## src/hdl/priority_ready_queue_scheduler_macros.svh

```systemverilog
// ----------------------------------------------------------------------------
// Assertion macros for the ready-queue scheduler
// Each macro expands to one labeled concurrent assertion clocked on clk and
// disabled while rst is high.
// ----------------------------------------------------------------------------
`ifndef PRIORITY_READY_QUEUE_SCHEDULER_MACROS_SVH
`define PRIORITY_READY_QUEUE_SCHEDULER_MACROS_SVH

// Check a condition in the same cycle as its trigger
`define PRQS_ASSERT_SAME(name, ante, cons, msg) \
  name: assert property (@(posedge clk) disable iff (rst) (ante) |-> (cons)) \
    else $error(msg);

// Check a condition in the cycle after its trigger
`define PRQS_ASSERT_NEXT(name, ante, cons, msg) \
  name: assert property (@(posedge clk) disable iff (rst) (ante) |=> (cons)) \
    else $error(msg);

`endif

```

## src/hdl/prqs_pkg.sv

```systemverilog
// ----------------------------------------------------------------------------
// prqs_pkg
// Types, codes and default sizes shared by the ready-queue scheduler files.
// ----------------------------------------------------------------------------
`default_nettype none

package prqs_pkg;

  // Default sizes
  localparam int DEF_THREADS         = 8;
  localparam int DEF_PRIORITY_LEVELS = 16;

  // Request codes
  typedef enum logic [1:0] {
    REQ_REMOVE   = 2'd0,
    REQ_INSERT   = 2'd1,
    REQ_SCHEDULE = 2'd2,
    REQ_SET_PRIO = 2'd3
  } req_kind_t;

  // Response status codes
  typedef enum logic [1:0] {
    ST_DONE  = 2'd0,
    ST_SAME  = 2'd1,
    ST_NONE  = 2'd2,
    ST_EMPTY = 2'd3
  } status_t;

  // Sequencer states
  typedef enum logic [1:0] {
    S_IDLE  = 2'd0,
    S_READ  = 2'd1,
    S_QUEUE = 2'd2
  } state_t;

  // Request item
  typedef struct packed {
    req_kind_t  req_type;
    logic       thread_present;
    logic [2:0] thread_id;
    logic [3:0] new_priority;
  } req_t;

  // Response item
  typedef struct packed {
    status_t    status;
    logic [2:0] chosen_thread;
    logic [3:0] old_priority;
  } rsp_t;

endpackage

`default_nettype wire

```

## src/hdl/priority_ready_queue_scheduler.sv

```systemverilog
// ----------------------------------------------------------------------------
// priority_ready_queue_scheduler
// Thread ready queue with one FIFO per priority level, kept in RAM.
// ----------------------------------------------------------------------------
// Serves one request at a time and returns one response item per request.
// Schedule, set-priority and any refused request go from accept through S_READ
// to the response; a remove or insert that changes a queue also passes S_QUEUE,
// as set by the chain of RAM reads: thread tables first, then the queue table at
// the thread's level, then the write-back. Each thread's priority and link share
// one word of a thread RAM, and queue head/tail pairs sit in a second RAM,
// both with registered read data; per-entry valid bits in flip-flops give
// the reset values, so no clearing pass runs after reset. A new request is
// taken while the previous response waits only once the response register
// frees up in the same cycle.
// ----------------------------------------------------------------------------
`default_nettype none

module priority_ready_queue_scheduler #(
  parameter int THREADS         = prqs_pkg::DEF_THREADS,
  parameter int PRIORITY_LEVELS = prqs_pkg::DEF_PRIORITY_LEVELS
) (
  input  wire logic          clk,
  input  wire logic          rst,
  input  wire logic          req_valid,
  output logic               req_ready,
  input  wire prqs_pkg::req_t req,
  output logic               rsp_valid,
  input  wire logic          rsp_ready,
  output prqs_pkg::rsp_t     rsp
);

  localparam int TW = $clog2(THREADS);
  localparam int PW = $clog2(PRIORITY_LEVELS);

  // Control state
  prqs_pkg::state_t           state, state_next;
  logic [THREADS-1:0]         ready_mark;
  logic [THREADS-1:0]         link_ok;
  logic [THREADS-1:0]         link_ok_next;
  logic [THREADS-1:0]         prio_ok;
  logic [PRIORITY_LEVELS-1:0] head_ok;
  logic [PRIORITY_LEVELS-1:0] tail_ok;

  // Payload registers
  prqs_pkg::req_t cur;
  logic [TW-1:0]  tidx;
  logic [PW-1:0]  level;
  logic           keep_link_ok;
  logic [TW-1:0]  keep_link;

  // Datapath signals
  logic                       accept;
  logic                       fin;
  prqs_pkg::rsp_t             rsp_next;
  logic                       named;
  logic [PW-1:0]              prio_val;
  logic [PW-1:0]              prio_sat;
  logic [PRIORITY_LEVELS-1:0] lowest;
  logic [PW-1:0]              best_level;
  logic [TW-1:0]              q_head;
  logic [TW-1:0]              q_tail;
  logic                       go_queue;

  // Update flags
  logic rdy_set, rdy_clr, lok_clr, lok_set;
  logic hd_set, hd_clr, tl_set, tl_clr;

  // RAM ports
  logic             prio_we;
  logic [PW-1:0]    prio_rdata;
  logic             link_we;
  logic [TW-1:0]    link_rdata;
  logic             thr_we;
  logic [TW-1:0]    thr_waddr;
  logic [PW+TW-1:0] thr_wdata;
  logic [PW+TW-1:0] thr_rdata;
  logic             q_re;
  logic [PW-1:0]    q_raddr;
  logic             q_we;
  logic [2*TW-1:0]  q_wdata;
  logic [2*TW-1:0]  q_rdata;

  // Thread word write: a new priority keeps the stored link; a link update at
  // the old tail keeps its priority, which equals the level since a queued
  // thread cannot change priority
  assign thr_we     = prio_we || link_we;
  assign thr_waddr  = link_we ? q_tail : tidx;
  assign thr_wdata  = link_we ? {level, tidx} : {prio_sat, link_rdata};
  assign prio_rdata = thr_rdata[PW+TW-1:TW];
  assign link_rdata = thr_rdata[TW-1:0];

  prqs_ram #(.WIDTH(PW + TW), .DEPTH(THREADS)) u_thread_ram (
    .clk   (clk),
    .we    (thr_we),
    .waddr (thr_waddr),
    .wdata (thr_wdata),
    .re    (accept),
    .raddr (TW'(req.thread_id)),
    .rdata (thr_rdata)
  );

  prqs_ram #(.WIDTH(2 * TW), .DEPTH(PRIORITY_LEVELS)) u_queue_ram (
    .clk   (clk),
    .we    (q_we),
    .waddr (level),
    .wdata (q_wdata),
    .re    (q_re),
    .raddr (q_raddr),
    .rdata (q_rdata)
  );

  // Find the lowest-numbered non-empty level: isolate lowest set bit, encode
  always_comb begin
    lowest     = head_ok & (~head_ok + PRIORITY_LEVELS'(1));
    best_level = '0;
    for (int i = 0; i < PRIORITY_LEVELS; i++) begin
      if (lowest[i]) begin
        best_level = best_level | PW'(i);
      end
    end
  end

  // Decode the captured request
  assign named    = cur.thread_present && ({29'd0, cur.thread_id} < 32'(THREADS));
  assign prio_val = prio_ok[tidx] ? prio_rdata : '0;
  assign prio_sat = ({28'd0, cur.new_priority} >= 32'(PRIORITY_LEVELS))
                  ? PW'(PRIORITY_LEVELS - 1) : PW'(cur.new_priority);
  assign q_head   = q_rdata[2*TW-1:TW];
  assign q_tail   = q_rdata[TW-1:0];

  // Sequencer: next state, RAM controls, response
  always_comb begin
    state_next = state;
    req_ready  = (state == prqs_pkg::S_IDLE) && (!rsp_valid || rsp_ready);
    accept     = req_valid && req_ready;
    fin        = 1'b0;
    rsp_next   = '0;
    go_queue   = 1'b0;
    prio_we    = 1'b0;
    link_we    = 1'b0;
    q_re       = 1'b0;
    q_raddr    = best_level;
    q_we       = 1'b0;
    q_wdata    = q_rdata;
    rdy_set    = 1'b0;
    rdy_clr    = 1'b0;
    lok_clr    = 1'b0;
    lok_set    = 1'b0;
    hd_set     = 1'b0;
    hd_clr     = 1'b0;
    tl_set     = 1'b0;
    tl_clr     = 1'b0;

    unique case (state)
      prqs_pkg::S_IDLE: begin
        // Schedule reads the best queue right away
        if (accept) begin
          q_re       = (req.req_type == prqs_pkg::REQ_SCHEDULE);
          state_next = prqs_pkg::S_READ;
        end
      end

      prqs_pkg::S_READ: begin
        unique case (cur.req_type)
          prqs_pkg::REQ_SCHEDULE: begin
            fin = 1'b1;
            if (|head_ok) begin
              rsp_next.status        = prqs_pkg::ST_DONE;
              rsp_next.chosen_thread = 3'(q_head);
            end else begin
              rsp_next.status = prqs_pkg::ST_EMPTY;
            end
          end
          prqs_pkg::REQ_SET_PRIO: begin
            fin = 1'b1;
            if (!named) begin
              rsp_next.status = prqs_pkg::ST_NONE;
            end else begin
              rsp_next.old_priority = 4'(prio_val);
              if (ready_mark[tidx]) begin
                rsp_next.status = prqs_pkg::ST_SAME;
              end else begin
                rsp_next.status = prqs_pkg::ST_DONE;
                prio_we         = 1'b1;
              end
            end
          end
          prqs_pkg::REQ_REMOVE: begin
            if (!named) begin
              fin             = 1'b1;
              rsp_next.status = prqs_pkg::ST_NONE;
            end else if (!ready_mark[tidx]) begin
              fin             = 1'b1;
              rsp_next.status = prqs_pkg::ST_SAME;
            end else begin
              go_queue = 1'b1;
            end
          end
          prqs_pkg::REQ_INSERT: begin
            if (!named) begin
              fin             = 1'b1;
              rsp_next.status = prqs_pkg::ST_NONE;
            end else if (ready_mark[tidx]) begin
              fin             = 1'b1;
              rsp_next.status = prqs_pkg::ST_SAME;
            end else begin
              go_queue = 1'b1;
            end
          end
          default: begin
            fin = 1'b1;
          end
        endcase
        // Read the queue at the thread's level
        if (go_queue) begin
          q_re       = 1'b1;
          q_raddr    = prio_val;
          state_next = prqs_pkg::S_QUEUE;
        end else begin
          state_next = prqs_pkg::S_IDLE;
        end
      end

      prqs_pkg::S_QUEUE: begin
        fin             = 1'b1;
        rsp_next.status = prqs_pkg::ST_DONE;
        state_next      = prqs_pkg::S_IDLE;
        if (cur.req_type == prqs_pkg::REQ_REMOVE) begin
          // Head takes the removed thread's link; a null link empties the queue
          rdy_clr = 1'b1;
          lok_clr = 1'b1;
          if (keep_link_ok) begin
            q_we    = 1'b1;
            q_wdata = {keep_link, q_tail};
            hd_set  = 1'b1;
          end else begin
            hd_clr = 1'b1;
            tl_clr = 1'b1;
          end
        end else begin
          // Append at the tail, or start the queue
          rdy_set = 1'b1;
          lok_clr = 1'b1;
          tl_set  = 1'b1;
          q_we    = 1'b1;
          if (tail_ok[level]) begin
            link_we = 1'b1;
            lok_set = 1'b1;
            q_wdata = {q_head, tidx};
          end else begin
            hd_set  = 1'b1;
            q_wdata = {tidx, tidx};
          end
        end
      end

      default: begin
        state_next = prqs_pkg::S_IDLE;
      end
    endcase
  end

  // Clear own link before linking from the old tail (tail may be itself)
  always_comb begin
    link_ok_next = link_ok;
    if (lok_clr) link_ok_next[tidx] = 1'b0;
    if (lok_set) link_ok_next[q_tail] = 1'b1;
  end

  // Control registers
  always_ff @(posedge clk) begin
    if (rst) begin
      state      <= prqs_pkg::S_IDLE;
      rsp_valid  <= 1'b0;
      ready_mark <= '0;
      link_ok    <= '0;
      prio_ok    <= '0;
      head_ok    <= '0;
      tail_ok    <= '0;
    end else begin
      state <= state_next;
      if (fin) begin
        rsp_valid <= 1'b1;
      end else if (rsp_ready) begin
        rsp_valid <= 1'b0;
      end
      if (rdy_set) ready_mark[tidx] <= 1'b1;
      if (rdy_clr) ready_mark[tidx] <= 1'b0;
      link_ok <= link_ok_next;
      if (prio_we) prio_ok[tidx] <= 1'b1;
      if (hd_set) head_ok[level] <= 1'b1;
      if (hd_clr) head_ok[level] <= 1'b0;
      if (tl_set) tail_ok[level] <= 1'b1;
      if (tl_clr) tail_ok[level] <= 1'b0;
    end
  end

  // Payload registers
  always_ff @(posedge clk) begin
    if (accept) begin
      cur  <= req;
      tidx <= TW'(req.thread_id);
    end
    if (go_queue) begin
      level        <= prio_val;
      keep_link_ok <= link_ok[tidx];
      keep_link    <= link_rdata;
    end
    if (fin) begin
      rsp <= rsp_next;
    end
  end

  `include "priority_ready_queue_scheduler_macros.svh"

  `PRQS_ASSERT_NEXT(a_one_in_flight, req_valid && req_ready, !req_ready,
    "second item accepted while one is in flight")
  `PRQS_ASSERT_NEXT(a_sched_found,
    state == prqs_pkg::S_READ && cur.req_type == prqs_pkg::REQ_SCHEDULE && (|head_ok),
    rsp_valid && rsp.status == prqs_pkg::ST_DONE,
    "schedule missed a non-empty queue")
  `PRQS_ASSERT_NEXT(a_insert_fills,
    state == prqs_pkg::S_QUEUE && cur.req_type == prqs_pkg::REQ_INSERT,
    head_ok[level] && tail_ok[level],
    "insert left its queue without head or tail")

endmodule

`default_nettype wire

```

## src/hdl/prqs_ram.sv

```systemverilog
// ----------------------------------------------------------------------------
// prqs_ram
// Simple dual-port RAM: one write port, one read port, registered read data.
// ----------------------------------------------------------------------------
`default_nettype none

module prqs_ram #(
  parameter int WIDTH = 8,
  parameter int DEPTH = 8
) (
  input  wire logic                     clk,
  input  wire logic                     we,
  input  wire logic [$clog2(DEPTH)-1:0] waddr,
  input  wire logic [WIDTH-1:0]         wdata,
  input  wire logic                     re,
  input  wire logic [$clog2(DEPTH)-1:0] raddr,
  output logic      [WIDTH-1:0]         rdata
);

  logic [WIDTH-1:0] mem [DEPTH];

  // Write port
  always_ff @(posedge clk) begin
    if (we) begin
      mem[waddr] <= wdata;
    end
  end

  // Read port, data held until the next read
  always_ff @(posedge clk) begin
    if (re) begin
      rdata <= mem[raddr];
    end
  end

endmodule

`default_nettype wire

```

## config.mk

```make
export PLATFORM = sky130hd
export DESIGN_NAME = priority_ready_queue_scheduler
export DESIGN_NICKNAME = d
export VERILOG_FILES = /design/src/hdl/prqs_pkg.sv /design/src/hdl/priority_ready_queue_scheduler.sv /design/src/hdl/prqs_ram.sv
export VERILOG_INCLUDE_DIRS = /design/src /design/src/hdl
export SDC_FILE = /design/constraint.sdc
export NUM_CORES = 1
export LEC_CHECK = 0
export BUFFER_PORTS_ARGS = -buffer_cell sky130_fd_sc_hd__buf_2
export CELL_PAD_IN_SITES_DETAIL_PLACEMENT = 1
export CELL_PAD_IN_SITES_GLOBAL_PLACEMENT = 2
export CORE_MARGIN = 2
export CORE_UTILIZATION = 39
export CTS_CLUSTER_DIAMETER = 40
export CTS_CLUSTER_SIZE = 30
export DETAILED_ROUTE_END_ITERATION = 12
export HOLD_SLACK_MARGIN = 0.02
export PLACE_DENSITY_LB_ADDON = 0.25
export SYNTH_ARGS = -nofsm -noshare
export SYNTH_HDL_FRONTEND = slang
export SYNTH_HIERARCHICAL = 1
export SYNTH_SLANG_ARGS = --single-unit
```

## constraint.sdc

```tcl
create_clock -name clk -period 4.1 [get_ports clk]
set_clock_uncertainty 0.2 [all_clocks]
set_input_delay 0.41 -clock clk [delete_from_list [all_inputs] [get_ports clk]]
set_output_delay 0.41 -clock clk [all_outputs]
set_load 0.01 [all_outputs]
```

==> reports/metrics.csv <==
metric,value,unit
outcome,completed,
grt_overflow,0,
ff2ff_path_depth,10,
cts.sinks,251,
swShare,25.1,%
n_antenna_cell,0,
end_kind,register,
synth_nets,758,
grt_max_degree,49,
path_cells,"buf_4, or3b_2, a21boi_0, a221o_1, nand2_1, mux2i_4, buf_12, mux4_1, a22oi_1, nand2_1",
holdPathStages,1,
tightest_slew,1.19,ns
intPower,5.07,mW
wl_per_cell,22.2,um
synth_area_leaders,"edfxtp_1, dfxtp_1, mux4_1",
cts_resized,0,
fin_nets,824,
antenna_found_initial,0,
hold_path.class,in2reg,
cts_buffers,39,
num_io_pins,25,
r2r_slack,0.57,ns
dieArea,0.0288,mm^2
grt.busiest_layer,met2,
pwr-share-seq,43.9,%
arrival,3.60,ns
fin_tns_setup,0,ns
maxCapViolCount,0,
row_count,60,
synth.distinct_cells,62,
start_kind,register,
criticalPathCategory,reg2reg,
synth.avg_cell_area,14.5,um^2
start_util,39.8,%
slew_violations,0,
ys_warn_count,6,
relSlewSlack,20.2,%
final-setup-viol-count,0,
cp_common_cell,nand2_1,
port_buffers,24,
layout-drive-gt1-share,19.7,%
cp_num_cells,10,
grt_setup_unrepaired,no,
critPathMaxStageDelay,0.58,ns
switching_power,1.69,mW
period_share,86.2,%
htree_levels,2,
p_clk_share,46.3,%
hpwl,17.7,mm
met2_usage,30.3,%
dr.first_iter.drc_count,396,
path_delay_family,multiplexers,
clk_pin_slew,0.05,ns
maxClockFrequency,283,MHz
gr-usage-met3,3.75,%
clk_latency,0.52,ns
ys_seq_area_share,64.8,%
async_flop_share,0,%
stdcell_area,0.0126,mm^2
synthFlopType,edfxtp_1,
combPwrFrac,9.9,%
viasPerCell,5.56,
finalHoldViolCount,0,
ant_nets,0,
synthTopCellsByCount,"edfxtp_1, nor2_1, dfxtp_1, nand2_1, a21oi_1",
p_per_area,535,mW/mm^2
fp.dieH,170,um
grt_pass1_wl,41.0,mm
cts_tree,done,
yosysMostFrequentCell,edfxtp_1,
netlist_area,0.0107,mm^2
syn_to_final_growth,17.8,%
cts-root-buf,clkbuf_16,
synth-seq-cells,251,
p_leak,4.38,nW
postPlaceCellArea,0.0113,mm^2
grtUsageMet1,25.4,%
crit_slowest_cell,mux4_1,
cp.buffers_inverters,2,
dr_total_vias,6548,
place_congestion,0.788,
grt_usage,18.9,%
core,0.0270,mm^2
wl,26.1,mm
drcViolationCount,0,
grt_pass1_vias,7090,
cp.required,4.17,ns
yosys.area.top_type,edfxtp_1,
clock_path_buffers,3,
die_w,170,um
synth_edf_count,192,
syn_inst,741,
finalCriticalPeriod,3.53,ns
drt_first_pass_iters,6,
ir_worst_vdd,0.000280,V
crit_fanout,24,
netlist.area_leader.share,53.8,%
## through the flow
step                hold WS [ns]  setup slack (ns)  instances  total power, mW  utilization, %
floorplan                  0.227             0.795        741             3.43               -
detailed placement         0.244             0.449       1100             3.68            41.9
CTS                        0.108             0.485       1178             6.83            46.9
global route               0.114             0.335       1178             7.02            46.9
finish                     0.129             0.566       1178             6.76            46.9
global placement           0.245             0.557       1100             3.66            41.9
## layer usage
layer | wire length [um] | vias up
li1 | - | 3017
met1 | 11900 | 3331
met2 | 12100 | 140
met3 | 1320 | 60
met4 | 765 | 0
met5 | 0 | -
## worst reg2reg max path: cells and delay by family, from the launching register on
kind | cells | cell delay, ns
AND/OR/NAND/NOR | 3 | 0.70
flip-flops | 1 | 0.48
multiplexers | 2 | 0.78
buffers and inverters | 2 | 0.48
AO/OA/AOI/OAI | 3 | 0.67
## kinds of logic (layout without fill, tap and decap cells)
kind of cell	Yosys count	count (layout)	share of synthesized area [%]
AOI/OAI and AO/OA	130	130	8.26
adders and majority gates	3	3	0.350
buffers and inverters	55	151	2.94
DFF	251	251	64.8
muxes	75	75	13.6
and+or+nand+nor	227	227	10.1
## sequential cells by signal, indices dropped and copies added, names as in the netlist, 4 cells and up, named ones only
name / count
u_queue_ram/mem: 96
u_thread_ram/mem: 56
head_ok: 16
tail_ok: 16
rsp: 9
link_ok: 8
prio_ok: 8
u_thread_ram/rdata: 7
u_queue_ram/rdata: 6
level: 4
prio_sat: 4
## power groups by stage
stage | sequential (mW) | combinational [mW] | clock, mW
2_1_floorplan | 2.99 | 0.448 | 0
3_3_place_gp | 3.01 | 0.643 | 0
3_5_place_dp | 3.02 | 0.664 | 0
4_1_cts | 2.97 | 0.674 | 3.19
5_1_grt | 2.97 | 0.738 | 3.31
6_report | 2.97 | 0.666 | 3.13
## layout make-up
cell class,instances,area [um^2]
Inverter,17,63.8
Timing Repair Buffer,63,443
Tap cell,341,427
Sequential cell,251,6950
Clock inverter,20,175
Clock buffer,51,1090
Multi-Input combinational cell,435,3480
Fill cell,2679,14300
## cells in the final DEF, fill, tap and decap left out, types with 5 or more instances in the layout
master / n
nand2b_1: 18
mux4_1: 27
mux2_2: 13
and2_1: 14
clkbuf_1: 8
dfxtp_1: 59
nand3_1: 8
o21ai_0: 11
mux4_2: 15
a21oi_1: 29
a21o_1: 17
nor3_1: 19
o32ai_1: 6
nor2b_1: 5
buf_2: 24
dlygate4sd3_1: 7
mux2i_1: 9
mux2_4: 7
a211oi_1: 7
inv_1: 16
buf_4: 31
nor2_1: 96
clkbuf_16: 42
clkinvlp_4: 5
edfxtp_1: 192
nand3b_1: 5
nand2_1: 40
a31oi_1: 17
a22oi_1: 16
nor4_1: 5
## worst paths after layout
check | start | end
hold reg to reg | u_thread_ram/rdata[0] | keep_link[0]
setup / recovery | tidx[2] | u_queue_ram/rdata[2]
setup reg to reg | tidx[2] | u_queue_ram/rdata[2]
hold / removal | req[5] | tidx[1]
## what timing repair did
item | CTS | global route
buffers inserted | 0 | 0
hold buffers | 7 | 0
hold endpoints to repair | 7 | 0
Power figures use the tool's default switching activity.
